## src/sv/sbsph_pkg.sv

```systemverilog
// ----------------------------------------------------------------------------
// sbsph_pkg
// Shared types and constants for the spectrum bar smoother with peak hold.
// ----------------------------------------------------------------------------
package sbsph_pkg;

	// bin store geometry
	localparam int BIN_W = 6;
	localparam int BINS  = 64;
	localparam logic [BIN_W:0] BIN_LIMIT = (BIN_W+1)'(BINS);

	// field widths
	localparam int LVL_W = 16;
	localparam int AGE_W = 8;
	localparam logic [AGE_W-1:0] AGE_MAX = '1;

	// stream widths, padded to whole bytes
	localparam int S_DATA_W = 24;
	localparam int M_DATA_W = 48;

	// configuration port
	localparam int CFG_IDX_W  = 2;
	localparam int CFG_DATA_W = 16;
	localparam logic [CFG_IDX_W-1:0] REG_RISE_GAIN   = 2'd0;
	localparam logic [CFG_IDX_W-1:0] REG_FALL_GAIN   = 2'd1;
	localparam logic [CFG_IDX_W-1:0] REG_PEAK_FRAMES = 2'd2;

	// register reset values (0.84 and 0.58 in Q0.16, 0.8 s at 30 frames/s)
	localparam logic [LVL_W-1:0] RISE_GAIN_RST   = 16'd55050;
	localparam logic [LVL_W-1:0] FALL_GAIN_RST   = 16'd38011;
	localparam logic [AGE_W-1:0] PEAK_FRAMES_RST = 8'd24;

	// front queue depth
	localparam int QDEPTH = 2;
	localparam int QAW    = $clog2(QDEPTH);

	typedef struct packed {
		logic [LVL_W-1:0] rise_gain;
		logic [LVL_W-1:0] fall_gain;
		logic [AGE_W-1:0] peak_reset_frames;
	} cfg_t;

	// item as classified by the front part
	typedef struct packed {
		logic             ok;
		logic [BIN_W-1:0] bin;
		logic [LVL_W-1:0] level;
	} q_item_t;

	// per-bin stored state
	typedef struct packed {
		logic [LVL_W-1:0] level;
		logic [LVL_W-1:0] peak;
		logic [AGE_W-1:0] age;
	} bin_state_t;

endpackage

```

## src/sv/spectrum_bar_smoother_peak_hold_top.sv

```systemverilog
// ----------------------------------------------------------------------------
// spectrum_bar_smoother_peak_hold_top
// Attack/release smoothing of spectrum bar levels per bin, with held peak
// and peak age in frames.
// ----------------------------------------------------------------------------
// channel   dir  width  contents (lowest bit up)
// s_*       in   24     bin[5:0], level_in[21:6], zero pad
// m_*       out  48     bin_out[5:0], smoothed[21:6], peak[37:22],
//                       hold_age[45:38], zero pad
// cfg_*     in   2+16   index 0 rise_gain, 1 fall_gain, 2 peak_reset_frames
//
// One item per cycle sustained while m_tready stays high; each result passes
// the queue, store read, multiply, update and output register in turn.
// The per-bin read-modify-write loop is closed by forwarding, so repeated
// bins need no bubbles. The bin store starts cleared through per-bin valid
// bits; no clearing pass. A stalled output fills the pipeline and then the
// two-entry input queue before s_tready drops.
// ----------------------------------------------------------------------------
module spectrum_bar_smoother_peak_hold_top (
	input  logic                             clk,
	input  logic                             arst_n,
	input  logic                             s_tvalid,
	output logic                             s_tready,
	input  logic [sbsph_pkg::S_DATA_W-1:0]   s_tdata,   // bin, level_in
	output logic                             m_tvalid,
	input  logic                             m_tready,
	output logic [sbsph_pkg::M_DATA_W-1:0]   m_tdata,   // bin_out, smoothed, peak, hold_age
	input  logic                             cfg_we,
	input  logic [sbsph_pkg::CFG_IDX_W-1:0]  cfg_index,
	input  logic [sbsph_pkg::CFG_DATA_W-1:0] cfg_data
);

	sbsph_pkg::cfg_t    cfg_q;
	logic               item_valid;
	logic               item_take;
	sbsph_pkg::q_item_t item;

	// configuration registers
	always_ff @(posedge clk or negedge arst_n) begin
		if (!arst_n) begin
			cfg_q.rise_gain         <= sbsph_pkg::RISE_GAIN_RST;
			cfg_q.fall_gain         <= sbsph_pkg::FALL_GAIN_RST;
			cfg_q.peak_reset_frames <= sbsph_pkg::PEAK_FRAMES_RST;
		end else if (cfg_we) begin
			case (cfg_index)
				sbsph_pkg::REG_RISE_GAIN:   cfg_q.rise_gain <= cfg_data;
				sbsph_pkg::REG_FALL_GAIN:   cfg_q.fall_gain <= cfg_data;
				sbsph_pkg::REG_PEAK_FRAMES:
					cfg_q.peak_reset_frames <= cfg_data[sbsph_pkg::AGE_W-1:0];
				default: ;
			endcase
		end
	end

	sbsph_front u_front (
		.clk        (clk),
		.arst_n     (arst_n),
		.s_tvalid   (s_tvalid),
		.s_tready   (s_tready),
		.s_tdata    (s_tdata),
		.item_valid (item_valid),
		.item_take  (item_take),
		.item       (item)
	);

	sbsph_back u_back (
		.clk        (clk),
		.arst_n     (arst_n),
		.cfg        (cfg_q),
		.item_valid (item_valid),
		.item_take  (item_take),
		.item       (item),
		.m_tvalid   (m_tvalid),
		.m_tready   (m_tready),
		.m_tdata    (m_tdata)
	);

endmodule

```

## src/sv/sbsph_front.sv

```systemverilog
// ----------------------------------------------------------------------------
// sbsph_front
// Accepts input transfers, flags bins inside the store, queues them for the
// back part in a small fifo.
// ----------------------------------------------------------------------------
module sbsph_front (
	input  logic                           clk,
	input  logic                           arst_n,
	input  logic                           s_tvalid,
	output logic                           s_tready,
	input  logic [sbsph_pkg::S_DATA_W-1:0] s_tdata,
	output logic                           item_valid,
	input  logic                           item_take,
	output sbsph_pkg::q_item_t             item
);

	sbsph_pkg::q_item_t          fifo_q [sbsph_pkg::QDEPTH];
	logic [sbsph_pkg::QAW-1:0]   wr_ptr_q;
	logic [sbsph_pkg::QAW-1:0]   rd_ptr_q;
	logic [sbsph_pkg::QAW:0]     cnt_q;
	sbsph_pkg::q_item_t          in_item;
	logic                        push;
	logic                        pop;

	// classify the incoming item
	always_comb begin
		in_item.bin   = s_tdata[sbsph_pkg::BIN_W-1:0];
		in_item.level = s_tdata[sbsph_pkg::BIN_W +: sbsph_pkg::LVL_W];
		in_item.ok    = ({1'b0, in_item.bin} < sbsph_pkg::BIN_LIMIT);
	end

	assign s_tready   = (cnt_q != (sbsph_pkg::QAW+1)'(sbsph_pkg::QDEPTH));
	assign item_valid = (cnt_q != '0);
	assign item       = fifo_q[rd_ptr_q];
	assign push       = s_tvalid && s_tready;
	assign pop        = item_valid && item_take;

	// queue pointers and fill count
	always_ff @(posedge clk or negedge arst_n) begin
		if (!arst_n) begin
			wr_ptr_q <= '0;
			rd_ptr_q <= '0;
			cnt_q    <= '0;
		end else begin
			if (push)
				wr_ptr_q <= wr_ptr_q + 1'b1;
			if (pop)
				rd_ptr_q <= rd_ptr_q + 1'b1;
			if (push && !pop)
				cnt_q <= cnt_q + 1'b1;
			else if (pop && !push)
				cnt_q <= cnt_q - 1'b1;
		end
	end

	// queue storage
	always_ff @(posedge clk) begin
		if (push)
			fifo_q[wr_ptr_q] <= in_item;
	end

endmodule

```

## src/sv/sbsph_back.sv

```systemverilog
// ----------------------------------------------------------------------------
// sbsph_back
// Per-bin read-modify-write pipeline: state read, attack/release multiply,
// level and peak update with write-back, output register.
// ----------------------------------------------------------------------------
module sbsph_back (
	input  logic                           clk,
	input  logic                           arst_n,
	input  sbsph_pkg::cfg_t                cfg,
	input  logic                           item_valid,
	output logic                           item_take,
	input  sbsph_pkg::q_item_t             item,
	output logic                           m_tvalid,
	input  logic                           m_tready,
	output logic [sbsph_pkg::M_DATA_W-1:0] m_tdata
);

	// bin state store with one valid bit per bin
	sbsph_pkg::bin_state_t            mem_q [sbsph_pkg::BINS];
	logic [sbsph_pkg::BINS-1:0]       vld_q;

	// stage 1: read data and item
	logic                             valid_s1;
	logic                             ok_s1;
	logic [sbsph_pkg::BIN_W-1:0]      bin_s1;
	logic [sbsph_pkg::LVL_W-1:0]      target_s1;
	sbsph_pkg::bin_state_t            rd_s1;
	logic                             rdv_s1;

	// stage 2: product and current state
	logic                             valid_s2;
	logic                             ok_s2;
	logic [sbsph_pkg::BIN_W-1:0]      bin_s2;
	logic signed [33:0]               prod_s2;
	sbsph_pkg::bin_state_t            st_s2;

	// last write-back, for forwarding
	logic                             wb_valid_q;
	logic [sbsph_pkg::BIN_W-1:0]      wb_bin_q;
	sbsph_pkg::bin_state_t            wb_st_q;

	// output register
	logic                             out_valid_q;
	logic [sbsph_pkg::M_DATA_W-1:0]   out_data_q;

	logic                             out_free;
	logic                             s2_free;
	logic                             s1_free;
	logic                             adv_s2;
	sbsph_pkg::bin_state_t            cur_s1;
	logic signed [16:0]               diff_s1;
	logic [sbsph_pkg::LVL_W-1:0]      gain_s1;
	logic signed [33:0]               prod_s1;
	logic signed [17:0]               step_s2;
	logic signed [17:0]               sum_s2;
	logic [sbsph_pkg::LVL_W-1:0]      lvl_s2;
	logic [sbsph_pkg::AGE_W-1:0]      age_inc_s2;
	sbsph_pkg::bin_state_t            new_s2;

	// flow control
	assign out_free  = !out_valid_q || m_tready;
	assign s2_free   = !valid_s2 || out_free;
	assign adv_s2    = valid_s2 && out_free;
	assign s1_free   = !valid_s1 || s2_free;
	assign item_take = s1_free;
	assign m_tvalid  = out_valid_q;
	assign m_tdata   = out_data_q;

	// stage 1: forward pending writes, then diff, gain and multiply
	always_comb begin
		if (valid_s2 && ok_s2 && (bin_s2 == bin_s1))
			cur_s1 = new_s2;
		else if (wb_valid_q && (wb_bin_q == bin_s1))
			cur_s1 = wb_st_q;
		else if (rdv_s1)
			cur_s1 = rd_s1;
		else
			cur_s1 = '0;
		diff_s1 = $signed({1'b0, target_s1}) - $signed({1'b0, cur_s1.level});
		gain_s1 = (diff_s1 > 17'sd0) ? cfg.rise_gain : cfg.fall_gain;
		prod_s1 = diff_s1 * $signed({1'b0, gain_s1});
	end

	// stage 2: level step with floor shift, clamp, peak hold
	always_comb begin
		step_s2 = prod_s2[33:16];
		sum_s2  = $signed({2'b00, st_s2.level}) + step_s2;
		if (sum_s2 < 18'sd0)
			lvl_s2 = '0;
		else if (sum_s2[17:16] != 2'b00)
			lvl_s2 = '1;
		else
			lvl_s2 = sum_s2[sbsph_pkg::LVL_W-1:0];
		age_inc_s2 = (st_s2.age == sbsph_pkg::AGE_MAX) ? st_s2.age : st_s2.age + 1'b1;
		new_s2.level = lvl_s2;
		if (lvl_s2 > st_s2.peak || age_inc_s2 > cfg.peak_reset_frames) begin
			new_s2.peak = lvl_s2;
			new_s2.age  = '0;
		end else begin
			new_s2.peak = st_s2.peak;
			new_s2.age  = age_inc_s2;
		end
	end

	// control state
	always_ff @(posedge clk or negedge arst_n) begin
		if (!arst_n) begin
			valid_s1    <= 1'b0;
			valid_s2    <= 1'b0;
			out_valid_q <= 1'b0;
			wb_valid_q  <= 1'b0;
			vld_q       <= '0;
		end else begin
			if (s1_free)
				valid_s1 <= item_valid;
			if (s2_free)
				valid_s2 <= valid_s1;
			if (out_free)
				out_valid_q <= valid_s2;
			if (adv_s2 && ok_s2) begin
				wb_valid_q     <= 1'b1;
				vld_q[bin_s2]  <= 1'b1;
			end
		end
	end

	// payload, store read and write-back
	always_ff @(posedge clk) begin
		if (s1_free) begin
			ok_s1     <= item.ok;
			bin_s1    <= item.bin;
			target_s1 <= item.level;
			rd_s1     <= mem_q[item.bin];
			rdv_s1    <= vld_q[item.bin];
		end
		if (s2_free) begin
			ok_s2   <= ok_s1;
			bin_s2  <= bin_s1;
			prod_s2 <= prod_s1;
			st_s2   <= cur_s1;
		end
		if (adv_s2) begin
			if (ok_s2) begin
				mem_q[bin_s2] <= new_s2;
				wb_bin_q      <= bin_s2;
				wb_st_q       <= new_s2;
				out_data_q    <= {2'b00, new_s2.age, new_s2.peak, new_s2.level, bin_s2};
			end else begin
				out_data_q    <= {{(sbsph_pkg::M_DATA_W-sbsph_pkg::BIN_W){1'b0}}, bin_s2};
			end
		end
	end

endmodule
```

## config.mk

```make
export PLATFORM = sky130hd
export DESIGN_NAME = spectrum_bar_smoother_peak_hold_top
export DESIGN_NICKNAME = d
export VERILOG_FILES = /design/src/sv/sbsph_pkg.sv /design/src/sv/spectrum_bar_smoother_peak_hold_top.sv /design/src/sv/sbsph_front.sv /design/src/sv/sbsph_back.sv
export SDC_FILE = /design/constraint.sdc
export NUM_CORES = 2
export LEC_CHECK = 0
export BUFFER_PORTS_ARGS = -buffer_cell sky130_fd_sc_hd__clkbuf_2
export CELL_PAD_IN_SITES_DETAIL_PLACEMENT = 1
export CELL_PAD_IN_SITES_GLOBAL_PLACEMENT = 2
export CORE_MARGIN = 3
export CORE_UTILIZATION = 40
export DETAILED_ROUTE_END_ITERATION = 8
export PLACE_DENSITY = 0.72
export SYNTH_ARGS = -nofsm -noshare
export SYNTH_HDL_FRONTEND = slang
export SYNTH_HIERARCHICAL = 1
export SYNTH_SLANG_ARGS = --single-unit
export TNS_END_PERCENT = 5
```

## constraint.sdc

```tcl
create_clock -name clk -period 30.8 [get_ports clk]
set_input_delay 3.08 -clock clk [delete_from_list [all_inputs] [get_ports clk]]
set_output_delay 3.08 -clock clk [all_outputs]
set_load 0.01 [all_outputs]
```

==> results.json <==
{
  "status": "complete, no violations",
  "drt_iter0_drc": 8985,
  "rows": 206,
  "ys_seq_elements": 2937,
  "worstHoldStart": "u_back/ok_s1",
  "gr-total-overflow": 0,
  "ctsResizeCount": 0,
  "coreArea_sq_um": 315000,
  "syn_area_per_cell_sq_um": 19.7,
  "cp_max_fo": 69,
  "ff_latch_area_sq_um": 87700,
  "synth_cells": 6463,
  "clk_latency_ns": 0.90,
  "hp-class": "flip-flop to flip-flop",
  "dieArea_sq_um": 324000,
  "htreeDepth": 5,
  "final_nets": 7170,
  "end_kind": "flip-flop",
  "critPathLaunch": "u_back/prod_s2[16]",
  "post-route-min-period_ns": 14.31,
  "die_x_um": 569,
  "multi_input_area_sq_um": 37000,
  "cp-start-kind": "flip-flop",
  "first_pass_iters": 6,
  "skew_ns": 0.0546,
  "cp_slowest_cell": "buf_4",
  "maxSlewViolCount": 0,
  "fin_ws_ns": 16.49,
  "rsz0062_at_grt": "no",
  "fmax_mhz": 69.9,
  "grt_max_degree": 148,
  "grt_pass1_vias": 68900,
  "netlist_area_sq_um": 127000,
  "yosysUniqueCellTypes": 87,
  "vias_per_cell": 5.92,
  "async_reset_ff_share_pct": 3.81,
  "synth_flop_cell": "edfxtp_1",
  "grt_pass1_wl_mm": 522,
  "start_util_pct": 40.3,
  "hold_buffers": 0,
  "portBuffers": 92,
  "syn_to_final_growth_pct": 13.0,
  "dp_slack_ns": 16.43,
  "max_stage_delay_ns": 0.81,
  "tns_ns": 0,
  "synth_edf_count": 2825,
  "clock-root-buffer": "clkbuf_16",
  "whs_ns": 0.420,
  "finalHoldViolations": 0,
  "yosysSeqAreaShare_pct": 69.0,
  "finalCritPeriodShare_pct": 46.5,
  "dpl-instance-area_sq_um": 133000,
  "yosysMostFrequentCell": "edfxtp_1",
  "die_h_um": 569,
  "max_slew_margin_pct": 12.9,
  "clk_pin_slew_ns": 0.06,
  "antenna_found_initial": 22,
  "worstPathRequired_ns": 31.36,
  "place_congestion": 0.800,
  "drc": 0,
  "ios": 97,
  "wirelength_mm": 365,
  "postRouteAntennaNets": 0,
  "cts_made_buffers": 309,
  "max_cap_violations": 0,
  "cp.arrival_ns": 14.86,
  "setup_viol": 0,
  "synth_area_leaders": "edfxtp_1 67%, mux4_2 15%, fa_1 4.4%",
  "fillCellCount": 29200,
  "worstReg2RegStart": "u_back/prod_s2[16]",
  "synth_top_area_share_pct": 66.8,
  "grt_usage_pct": 22.5,
  "postCtsSetupBuffers": 0,
  "worstSetupPathType": "flip-flop to flip-flop",
  "finish.instance_area_sq_um": 143000,
  "drt-wirelength-per-cell_um": 32.8,
  "worstMarginPinSlew_ns": 1.31,
  "yosys.area.top_type": "edfxtp_1",
  "clk_path_buf_depth": 4,
  "cts_tree": "built",
  "critPathMostFrequentCell": "inv_1",
  "cts.sinks": 2937,
  "synth_common_cells": "2,825 x edfxtp_1, 850 x mux4_2, 413 x inv_1",
  "drive_gt1_share_pct": 28.3,
  "vias": 65900,
  "yosys_warnings": 6,
  "hpwl_mm": 206
}
worst max-delay path: cells and delay by family (launching register included):
| kind | cells | cell delay [ns] |
|---|---|---|
| multiplexers | 1 | 0.27 |
| AND/OR/NAND/NOR | 9 | 2.54 |
| AO/OA/AOI/OAI | 16 | 3.97 |
| flip-flops | 1 | 0.35 |
| buffers and inverters | 11 | 2.94 |
| adder cells (fa/ha/maj) | 10 | 3.83 |
path summary, 6_finish.rpt:
check                                     end  slack (ns)  cells after the start
min reg2reg                      u_back/ok_s2        0.42                      0
max                        u_back/prod_s2[33]       16.49                     47
min in group asynchronous    u_back/vld_q[42]        2.20                      1
min                              u_back/ok_s2        0.42                      0
max reg2reg                u_back/prod_s2[33]       16.49                     47
max in group asynchronous           cfg_q[17]       27.29                      2
cell usage in the layout, fill, tap and decap left out, types with 12 or more instances in the layout:
cell type      n
a211oi_1      24
a21o_1        19
a21oi_1       81
a31oi_1       18
a31oi_2       95
and2_1        23
and3_1       125
buf_4        196
bufinv_16     33
clkbuf_1      53
clkbuf_16    313
clkbuf_2      91
clkinv_1      76
clkinv_2      42
clkinvlp_4    12
dfrtp_1       93
dfstp_2       19
edfxtp_1    2825
fa_1         279
ha_1         142
inv_1        413
inv_6         12
mux2_2        77
mux2i_1       35
mux4_2       850
nand2_1      205
nand2b_1      25
nand3_1      180
nor2_1        82
nor2_4        69
nor2b_1       32
nor3_1        12
o211ai_1      19
o21a_1        17
o21ai_0       46
or2_2         70
xnor2_1       36
xor2_1        23
per-stage QoR:
step | utilization (%) | std cells
global route | 45.5 | 11100
floorplan | - | 6464
finish | 45.5 | 11100
CTS | 45.5 | 11100
global placement | 42.3 | 10600
detailed placement | 42.3 | 10600
sequential cells by signal, indices dropped and copies added, names as in the netlist, 2 cells and up:
register	flops
u_back/wb_bin_q	6
u_back/vld_q	64
u_back/rd_s1	40
u_back/bin_s1	6
cfg_q	40
u_back/target_s1	16
u_back/m_tdata	46
u_back/bin_s2	6
u_front/fifo_q	44
u_back/prod_s2	18
u_back/mem_q	2560
u_back/st_s2	40
u_front/cnt_q	2
u_back/wb_st_q	40
final cells by class:
class                   count  share of cell area [%]
clock inverters           190                    1.37
well taps                4160                    3.63
diodes                     10                  0.0174
inverters                 415                    1.09
flip-flops and latches   2937                    61.1
repair buffers            291                    1.39
multi-input cells        2748                    25.8
clock buffers             370                    5.64
layer usage:
layer	GRT usage (%)	share of wire, %
met1	32.4	41
met2	36.0	48
met3	3.19	8.0
met4	5.89	2.6
met5	0	0
cell families after synthesis:
family	count (synthesis)	synth area share, %
AOI/OAI and AO/OA	398	2.52
xor gates and xnor gates	66	0.455
adders and majority gates	422	5.81
buffers and inverters	779	2.52
DFF	2937	69.0
muxes	969	16.1
other	2	0.00591
and+or+nand+nor	890	3.57
Power is left out: the tool's default activity adds up to more than one toggle a clock period on the data nets, which glitch-free logic cannot reach.
